### src/hdl/escape_framed_packet_deframer_assert.svh
// Assertion macros for the escape-framed packet deframer.
// Expect signals clk and rst_n in the scope of use.
`ifndef ESCAPE_FRAMED_PACKET_DEFRAMER_ASSERT_SVH
`define ESCAPE_FRAMED_PACKET_DEFRAMER_ASSERT_SVH
`ifndef SYNTH
`define EFPD_ASSERT_ALWAYS(label, expr) \
  label: assert property (@(posedge clk) disable iff (!rst_n) (expr)) \
    else $error("deframer invariant violated");
`define EFPD_ASSERT_IMPL(label, ante, cons) \
  label: assert property (@(posedge clk) disable iff (!rst_n) (ante) |-> (cons)) \
    else $error("deframer implication violated");
`define EFPD_ASSERT_NEXT(label, ante, cons) \
  label: assert property (@(posedge clk) disable iff (!rst_n) (ante) |=> (cons)) \
    else $error("deframer next-cycle check violated");
`else
`define EFPD_ASSERT_ALWAYS(label, expr)
`define EFPD_ASSERT_IMPL(label, ante, cons)
`define EFPD_ASSERT_NEXT(label, ante, cons)
`endif
`endif

### src/hdl/efpd_pkg.sv
// Shared types and constants for the escape-framed packet deframer.
// No dependencies.
package efpd_pkg;

  localparam logic [7:0]  ESC_BYTE      = 8'd27;
  localparam logic [7:0]  LOW_BYTE      = 8'd32;
  localparam logic [7:0]  HIGH_BYTE     = 8'd95;
  localparam logic [3:0]  FRAME_LEN     = 4'd11;
  localparam logic [3:0]  POS_IDLE      = 4'd0;
  localparam logic [3:0]  POS_FIRST     = 4'd1;
  localparam logic [23:0] TIMEOUT_RESET = 24'd3000;

  localparam logic MODE_BYTE = 1'b0;
  localparam logic MODE_TICK = 1'b1;

  typedef enum logic [1:0] {
    KIND_PASS    = 2'd0,
    KIND_DONE    = 2'd1,
    KIND_BAD     = 2'd2,
    KIND_TIMEOUT = 2'd3
  } kind_t;

  typedef struct packed {
    logic       mode;
    logic [7:0] rx_byte;
  } item_t;

  typedef struct packed {
    kind_t       kind;
    logic [7:0]  pass_byte;
    logic [31:0] stamp;
    logic [1:0]  repair_count;
    logic [31:0] bus_packet;
  } result_t;

endpackage

### src/hdl/efpd_core.sv
// Deframer state machine: frame position, field accumulators, idle tick counter.
// Depends on efpd_pkg and the assertion macro header.
`include "escape_framed_packet_deframer_assert.svh"

module efpd_core (
  input  logic             clk,
  input  logic             rst_n,
  input  logic             cfg_we,
  input  logic [23:0]      cfg_wdata,
  input  logic             step_en,
  input  efpd_pkg::item_t  item,
  output logic             res_valid,
  output efpd_pkg::result_t res
);

  logic [23:0] timeout_r;
  logic [3:0]  pos_r,   pos_nxt;
  logic [31:0] stamp_r, stamp_nxt;
  logic [1:0]  rep_r,   rep_nxt;
  logic [31:0] pkt_r,   pkt_nxt;
  logic [23:0] idle_r,  idle_nxt;

  logic        in_frame;
  logic [5:0]  digit;
  logic [23:0] idle_inc;
  logic [31:0] stamp_new, pkt_new;
  logic [1:0]  rep_new;

  assign in_frame = (pos_r >= efpd_pkg::POS_FIRST) && (pos_r <= efpd_pkg::FRAME_LEN);
  assign digit    = 6'(item.rx_byte - efpd_pkg::LOW_BYTE);
  assign idle_inc = idle_r + 24'd1;

  // Merge one frame digit into the accumulators at the current position.
  always_comb begin
    stamp_new = stamp_r;
    rep_new   = rep_r;
    pkt_new   = pkt_r;
    case (pos_r)
      4'd1: stamp_new = stamp_r | {26'd0, digit};
      4'd2: stamp_new = stamp_r | {20'd0, digit, 6'd0};
      4'd3: stamp_new = stamp_r | {14'd0, digit, 12'd0};
      4'd4: stamp_new = stamp_r | {8'd0, digit, 18'd0};
      4'd5: stamp_new = stamp_r | {2'd0, digit, 24'd0};
      4'd6: begin
        stamp_new = stamp_r | {digit[1:0], 30'd0};
        rep_new   = digit[3:2];
        pkt_new   = pkt_r | {30'd0, digit[5:4]};
      end
      4'd7:  pkt_new = pkt_r | {24'd0, digit, 2'd0};
      4'd8:  pkt_new = pkt_r | {18'd0, digit, 8'd0};
      4'd9:  pkt_new = pkt_r | {12'd0, digit, 14'd0};
      4'd10: pkt_new = pkt_r | {6'd0, digit, 20'd0};
      default: pkt_new = pkt_r | {digit, 26'd0};
    endcase
  end

  always_comb begin
    pos_nxt   = pos_r;
    stamp_nxt = stamp_r;
    rep_nxt   = rep_r;
    pkt_nxt   = pkt_r;
    idle_nxt  = idle_r;
    res_valid = 1'b0;
    res       = '0;
    if (!in_frame) begin
      pos_nxt = efpd_pkg::POS_IDLE;
    end

    if (item.mode == efpd_pkg::MODE_TICK) begin
      if (in_frame) begin
        idle_nxt = idle_inc;
        if (idle_inc >= timeout_r) begin
          res_valid        = 1'b1;
          res.kind         = efpd_pkg::KIND_TIMEOUT;
          res.stamp        = stamp_r;
          res.repair_count = rep_r;
          res.bus_packet   = pkt_r;
          pos_nxt   = efpd_pkg::POS_IDLE;
          stamp_nxt = '0;
          rep_nxt   = '0;
          pkt_nxt   = '0;
          idle_nxt  = '0;
        end
      end
    end else if (!in_frame) begin
      if (item.rx_byte == efpd_pkg::ESC_BYTE) begin
        pos_nxt   = efpd_pkg::POS_FIRST;
        stamp_nxt = '0;
        rep_nxt   = '0;
        pkt_nxt   = '0;
        idle_nxt  = '0;
      end else begin
        res_valid     = 1'b1;
        res.kind      = efpd_pkg::KIND_PASS;
        res.pass_byte = item.rx_byte;
      end
    end else if (!(item.rx_byte inside {[efpd_pkg::LOW_BYTE:efpd_pkg::HIGH_BYTE]})) begin
      res_valid        = 1'b1;
      res.kind         = efpd_pkg::KIND_BAD;
      res.stamp        = stamp_r;
      res.repair_count = rep_r;
      res.bus_packet   = pkt_r;
      pos_nxt   = efpd_pkg::POS_IDLE;
      stamp_nxt = '0;
      rep_nxt   = '0;
      pkt_nxt   = '0;
      idle_nxt  = '0;
    end else begin
      idle_nxt = '0;
      if (pos_r == efpd_pkg::FRAME_LEN) begin
        res_valid        = 1'b1;
        res.kind         = efpd_pkg::KIND_DONE;
        res.stamp        = stamp_new;
        res.repair_count = rep_new;
        res.bus_packet   = pkt_new;
        pos_nxt   = efpd_pkg::POS_IDLE;
        stamp_nxt = '0;
        rep_nxt   = '0;
        pkt_nxt   = '0;
      end else begin
        pos_nxt   = pos_r + 4'd1;
        stamp_nxt = stamp_new;
        rep_nxt   = rep_new;
        pkt_nxt   = pkt_new;
      end
    end
  end

  always_ff @(posedge clk) begin
    if (!rst_n) begin
      timeout_r <= efpd_pkg::TIMEOUT_RESET;
      pos_r     <= efpd_pkg::POS_IDLE;
      stamp_r   <= '0;
      rep_r     <= '0;
      pkt_r     <= '0;
      idle_r    <= '0;
    end else begin
      if (cfg_we) begin
        timeout_r <= cfg_wdata;
      end
      if (step_en) begin
        pos_r   <= pos_nxt;
        stamp_r <= stamp_nxt;
        rep_r   <= rep_nxt;
        pkt_r   <= pkt_nxt;
        idle_r  <= idle_nxt;
      end
    end
  end

  `EFPD_ASSERT_ALWAYS(a_pos_range, pos_r <= efpd_pkg::FRAME_LEN)
  `EFPD_ASSERT_IMPL(a_idle_clear_outside, pos_r == efpd_pkg::POS_IDLE, idle_r == '0)
  `EFPD_ASSERT_IMPL(a_pass_outside, res_valid && res.kind == efpd_pkg::KIND_PASS, !in_frame)
  `EFPD_ASSERT_NEXT(a_end_clears, step_en && res_valid && res.kind != efpd_pkg::KIND_PASS,
                    pos_r == efpd_pkg::POS_IDLE && stamp_r == '0 && pkt_r == '0)

endmodule

### src/hdl/efpd_out_reg.sv
// Result register with valid/ready handshake toward the consumer.
// Depends on efpd_pkg.
module efpd_out_reg (
  input  logic              clk,
  input  logic              rst_n,
  input  logic              load,
  input  efpd_pkg::result_t load_res,
  input  logic              out_ready,
  output logic              can_load,
  output logic              out_valid,
  output efpd_pkg::result_t out_res
);

  logic              valid_r;
  efpd_pkg::result_t res_r;

  // Space when empty or when the held result leaves this cycle.
  assign can_load  = !valid_r || out_ready;
  assign out_valid = valid_r;
  assign out_res   = res_r;

  always_ff @(posedge clk) begin
    if (!rst_n) begin
      valid_r <= 1'b0;
    end else if (can_load) begin
      valid_r <= load;
    end
  end

  always_ff @(posedge clk) begin
    if (can_load && load) begin
      res_r <= load_res;
    end
  end

endmodule

### src/hdl/escape_framed_packet_deframer.sv
// Escape-framed packet deframer: input register, framing core, result register.
// Order: input register, combinational core update, result register.
// Throughput: one input request per cycle while the result side is taken each cycle;
//   the combinational core update between input and result registers sets this.
// Reset (synchronous, rst_n low): no frame open, accumulators and idle count zero,
//   timeout register 3000, both registers empty.
module escape_framed_packet_deframer (
  input  logic        clk,
  input  logic        rst_n,
  input  logic        cfg_we,
  input  logic [23:0] cfg_wdata,
  input  logic        in_valid,
  output logic        in_ready,
  input  logic        in_mode,
  input  logic [7:0]  in_rx_byte,
  output logic        out_valid,
  input  logic        out_ready,
  output logic [1:0]  out_kind,
  output logic [7:0]  out_pass_byte,
  output logic [31:0] out_stamp,
  output logic [1:0]  out_repair_count,
  output logic [31:0] out_bus_packet
);

  logic              in_valid_r;
  efpd_pkg::item_t   item_r;
  logic              step_en;
  logic              can_load;
  logic              res_valid;
  efpd_pkg::result_t res;
  efpd_pkg::result_t out_res;

  assign step_en  = in_valid_r && can_load;
  assign in_ready = !in_valid_r || step_en;

  always_ff @(posedge clk) begin
    if (!rst_n) begin
      in_valid_r <= 1'b0;
    end else if (in_ready) begin
      in_valid_r <= in_valid;
    end
  end

  always_ff @(posedge clk) begin
    if (in_ready && in_valid) begin
      item_r.mode    <= in_mode;
      item_r.rx_byte <= in_rx_byte;
    end
  end

  efpd_core u_core (
    .clk       (clk),
    .rst_n     (rst_n),
    .cfg_we    (cfg_we),
    .cfg_wdata (cfg_wdata),
    .step_en   (step_en),
    .item      (item_r),
    .res_valid (res_valid),
    .res       (res)
  );

  efpd_out_reg u_out (
    .clk       (clk),
    .rst_n     (rst_n),
    .load      (step_en && res_valid),
    .load_res  (res),
    .out_ready (out_ready),
    .can_load  (can_load),
    .out_valid (out_valid),
    .out_res   (out_res)
  );

  assign out_kind         = out_res.kind;
  assign out_pass_byte    = out_res.pass_byte;
  assign out_stamp        = out_res.stamp;
  assign out_repair_count = out_res.repair_count;
  assign out_bus_packet   = out_res.bus_packet;

endmodule
### config.mk
export PLATFORM = sky130hd
export DESIGN_NAME = escape_framed_packet_deframer
export DESIGN_NICKNAME = d
export VERILOG_FILES = /design/src/hdl/efpd_pkg.sv /design/src/hdl/efpd_core.sv /design/src/hdl/efpd_out_reg.sv /design/src/hdl/escape_framed_packet_deframer.sv
export VERILOG_INCLUDE_DIRS = /design/src /design/src/hdl
export SDC_FILE = /design/constraint.sdc
export NUM_CORES = 1
export LEC_CHECK = 0
export ABC_CLOCK_PERIOD_IN_PS = 21000
export BUFFER_PORTS_ARGS = -buffer_cell sky130_fd_sc_hd__buf_2
export CORE_ASPECT_RATIO = 0.9
export CORE_MARGIN = 5
export CORE_UTILIZATION = 40
export CTS_CLUSTER_DIAMETER = 200
export DETAILED_ROUTE_END_ITERATION = 10
export PLACE_DENSITY = 0.6
export SYNTH_ARGS = -nofsm -noshare
export SYNTH_HDL_FRONTEND = slang
export SYNTH_SLANG_ARGS = --single-unit
### constraint.sdc
create_clock -name clk -period 21 [get_ports clk]
set_input_delay 1.05 -clock clk [delete_from_list [all_inputs] [get_ports clk]]
set_output_delay 1.05 -clock clk [all_outputs]
set_load 0.05 [all_outputs]
# After elaboration in Yosys (flattened, before gate mapping)
# Index checks and enable logic that the tools add are counted.
# word_totals
reg_bits	205
input_bits	38
output_inout_bits	78
word_cells	117
# op_classes
addsub	3
n_lt_le_gt_ge	5
n_eq_ne	14
n_mux	53
n_bitwise	12
n_reduce_logical	15
# ops
cell	n
$mux W66	6
$pmux W32 S6	2
$mux W32	11
$mux W24	5
$or A32 B32 Y32	2
$mux W4	8
$or A32 B12 Y32	1
$or A32 B14 Y32	1
$or A32 B18 Y32	1
$or A32 B2 Y32	1
$or A32 B20 Y32	1
$or A32 B24 Y32	1
$or A32 B26 Y32	1
$or A32 B30 Y32	1
$or A32 B6 Y32	1
$or A32 B8 Y32	1
$mux W2	13
$add A24 B1 Y24 const B	1
$ge A24 B24 Y1	1
$eq A4 B3 Y1 const B	4
$eq A4 B4 Y1 const B	4
$eq A4 B2 Y1 const B	2
$eq A8 B5 Y1 const B	1
$ge A8 B6 Y1 const B	1
other kinds (16)	31

# Longest topological paths before layout
# logic_depth
ltp_word	7
mapped_depth	16
depth_no_buf	12

# By module
# A second synthesis with hierarchy kept.
# hier_totals
hier_cells	974
area_unflattened_um2	9650.5
# by_module_without_submodules
mod	n_inst	cells_per_inst	area_per_inst_um2	seq_area_each_um2
efpd_core	1	877	6967.9	2362.3
efpd_out_reg	1	81	2339.7	2302.2
escape_framed_packet_deframer	1	16	342.8	290.3

# Worst setup path before layout
# Ideal clock, no wire load.
# synth_path
path_type	register -> register
start	register u_core.idle_r[5]
end	register u_out.res_r (netlist bit u_out.out_res[0]) (enable)
setup_time_ns	0.604
t_arrival_ns	8.255
required_time_ns	20.396
slack_ns	12.142
path_stages_with_launch	16
n_path_buf	3
synth_period_minus_slack_ns	8.858
path_cell_list	dfxtp_1 -> buf_4 -> and4_4 -> nand2_4 -> or4_4 -> buf_6 -> nor3_1 -> xor2_1 -> ha_1 -> nand4_1 -> nor4_1 -> nand2_1 -> nand4_1 -> clkbuf_1 -> nor3b_1 -> nor3_1
# synth_via
elab_chain_cells	7
# synth_rtl
element	line_no	text
start, declared	efpd_core.sv:21	logic [23:0] idle_r, idle_nxt;
start signal, assigned	efpd_core.sv:146	idle_r <= idle_nxt;
$add A24 B1 Y24	efpd_core.sv:31	assign idle_inc = idle_r + 24'd1;
$ge A24 B24 Y1	efpd_core.sv:72	if (idle_inc >= timeout_r) begin
$mux W1	efpd_core.sv:72	
$mux W1	efpd_core.sv:70	if (in_frame) begin
$mux W1	efpd_core.sv:69	if (item.mode == efpd_pkg::MODE_TICK) begin
$logic_and A1 B1 Y1	escape_framed_packet_deframer.sv:65	.load (step_en && res_valid),
$logic_and A1 B1 Y1	efpd_out_reg.sv:31	if (can_load && load) begin
end signal, assigned	efpd_out_reg.sv:32	res_r <= load_res;
end, declared	efpd_out_reg.sv:15	efpd_pkg::result_t res_r;
# No other way between the ends.
# A chain may end at the register's enable or synchronous reset.

# Final worst setup path
# layout_path
start	register u_core.idle_r[0]
end	register u_out.res_r (netlist bit u_out.out_res[5]) (enable)
# Same word-level chain as after synthesis.

==> qor.yml <==
min_period_ps: 4500
finalSetupViolCount: 0
nets: 1084
ys_ff_latch: 205
finalHoldViolations: 0
crit_end: "u_out.out_res[5]"
grt_pass1_vias: 6958
drv_slew: 0
whs_path_depth: 2
status: "finished clean"
root_buffer: "clkbuf_16"
yosysTopAreaCellShare: 0.278
critical_path_arrival_ps: 4630
grt_max_degree: 65
yosysMostFrequentCell: "dfxtp_1"
yosysUniqueCellTypes: 67
wl_per_cell_um: 16.7
antenna_found_initial: 0
clock_sinks: 205
nFillCells: 2157
drt_first_pass_iters: 5
fmax_mhz: 222
die_x_um: 170
synth_edf_count: 85
num_rows: 52
r2r_slack_ps: 16500
grt_pass1_wl_um: 36500
maxSlewHeadroom: 0.166
hpwlAfterDp_um: 14700
io_buffers: 115
critPathRequiredTime_ps: 21130
cts_tree: "built"
drive_above_1_share: 0.179
period_share: 0.214
drtIter0Drc: 467
gp_congestion: 0.844
rsz0062_at_grt: "no"
core_mm2: 0.0226
ant_nets: 0
areaGrowthSynthToFinish_pct: 16.4
power_density_mw_per_mm2: 81.2
seq_area_frac_synth: 0.540
cts_resized: 0
r2r-end: "u_out.out_res[5]"
post_drt_via_cell_ratio: 5.26
drt_wl_total_um: 22300
clkTransAtPathRegs_ps: 60
vias: 6987
cts_buffers: 23
path_class: "reg -> reg"
skew_ps: 13.4
initial_utilization: 0.407
cts_max_level: 1
synth_area_mm2: 0.00918
peakVddDrop_uv: 51.7
synthArstFlopShare: 0
r2r-start: "u_core.idle_r[0]"
rr_worst_depth: 14
clkLatencyLatePin_ps: 510
whs_ps: 448
grt_usage: 0.168
syn_avg_cell_area_um2: 9.85
netlist_instances: 932
yosysTopAreaCell: "edfxtp_1"
cts_hold_buf: 0
synth_fp_nets: 1000
num_antenna_cells: 0
clockBufferDepth: 3
synth.area.top_cells: "edfxtp_1 28%, dfxtp_1 26%, nor2_1 4.7%"
p_leak_uw: 0.00414
setup_tns_ps: 0
die_area_mm2: 0.0261
postCtsSetupBuffers: 0
yosysWarnings: 0
min-delay-path-class: "reg -> reg"
die_h_um: 154
drc: 0
worstSetupEndpointType: "flop"
yosys-top-cells-count: "120 x dfxtp_1, 115 x nor2_1, 85 x edfxtp_1, 80 x a21oi_1, 54 x inv_1"
start_kind: "flop"
ioPinCount: 116
worst_pin_slew_ps: 1250
crit_fanout: 50
startpoint: "u_core.idle_r[0]"
ys.flop_type: "dfxtp_1"
drv_cap: 0
overflow: 0
## worst max-delay path, stage by stage, from the launching register on
cell	delay, ps
dfxtp_1	410
ha_1	270
and4_1	310
nand4_1	270
nor4_1	480
xor2_1	120
ha_1	310
nand4_1	150
nor4_1	300
nand2_1	100
nand4_1	100
buf_4	360
nor3b_1	140
nor3_2	190
buf_4	560
## power by group
group | internal (uW) | switching [uW] | leakage [uW] | total (uW)
Combinational | 11.1 | 27.0 | 0.00201 | 38.1
Clock | 245 | 158 | 0.000368 | 403
Sequential | 420 | 6.25 | 0.00176 | 426
Total | 676 | 191 | 0.00414 | 867
## layer usage
metal,GRT usage,vias up,share of wire
met1,0.244,3312,0.48
met5,0,-,0
met3,0.0249,31,0.054
li1,-,3450,-
met2,0.264,194,0.44
met4,0.0429,0,0.022
## worst min-delay path by stage
| stage | slack [ps] | endpoint | from |
|---|---|---|---|
| 2_1_floorplan | 430 | u_core.pkt_r[10] | u_core.pkt_r[10] |
| 6_report | 450 | u_core.pkt_r[10] | u_core.pkt_r[10] |
| 3_5_place_dp | 440 | u_core.pkt_r[12] | u_core.pkt_r[12] |
| 5_1_grt | 470 | u_core.pkt_r[13] | u_core.pkt_r[13] |
| 4_1_cts | 450 | u_core.pkt_r[12] | u_core.pkt_r[12] |
| 3_3_place_gp | 440 | u_core.pkt_r[11] | u_core.pkt_r[11] |
## per-stage QoR
stage                     setup WS (ps)  instance area [um2]  cells  total power, uW   util
after floorplan                   12140                 9180    932              460      -
after global placement            16610                 9910   1288              472  0.439
after detailed placement          16560                 9910   1288              473  0.439
after CTS                         16530                10700   1329              878  0.473
after global routing              16040                10700   1329              899  0.473
final                             16500                10700   1329              867  0.473
## state kept, by name, indices dropped and copies added, names as in the netlist
signal	count
in_valid_r	1
u_core.rep_r	2
u_core.pkt_r	32
u_core.idle_r	24
item_r	9
u_core.pos_r	4
u_out.out_valid	1
u_core.timeout_r	24
u_core.stamp_r	32
u_out.out_res	76
## cell families (layout without fill, tap and decap cells)
logic type / after synthesis / after routing / share of synthesized area
xor+xnor: 30 / 30 / 0.0286
buf+inv: 122 / 222 / 0.0564
flops: 205 / 205 / 0.540
mux: 17 / 17 / 0.0185
fa+ha+maj: 30 / 30 / 0.0409
simple gates: 333 / 333 / 0.188
compound gates: 195 / 195 / 0.128
## cells in the final DEF (no fill, tap or decap), types with 17 or more instances in the layout
cell	Yosys	final
nor2_1	115	115
o21ai_0	32	32
a21oi_1	80	80
edfxtp_1	85	85
ha_1	30	30
nand2_1	53	53
inv_1	54	54
buf_2	15	115
and2_1	45	45
and3_1	26	26
nor3_1	18	17
a31oi_1	31	31
mux2i_1	17	17
nand4_1	18	18
clkbuf_16	0	25
dfxtp_1	120	120
xnor2_1	17	17
## final cells by class
cell class / count / area, um2 / area share
clock buffer: 31 / 658 / 0.0616
clock inverter: 10 / 110 / 0.0103
inverter: 55 / 206 / 0.0193
multi-input combinational: 605 / 3720 / 0.349
sequential: 205 / 4950 / 0.464
tap: 297 / 372 / 0.0348
timing repair buffer: 126 / 658 / 0.0616
Note: power is estimated with default switching activity, not from simulation.
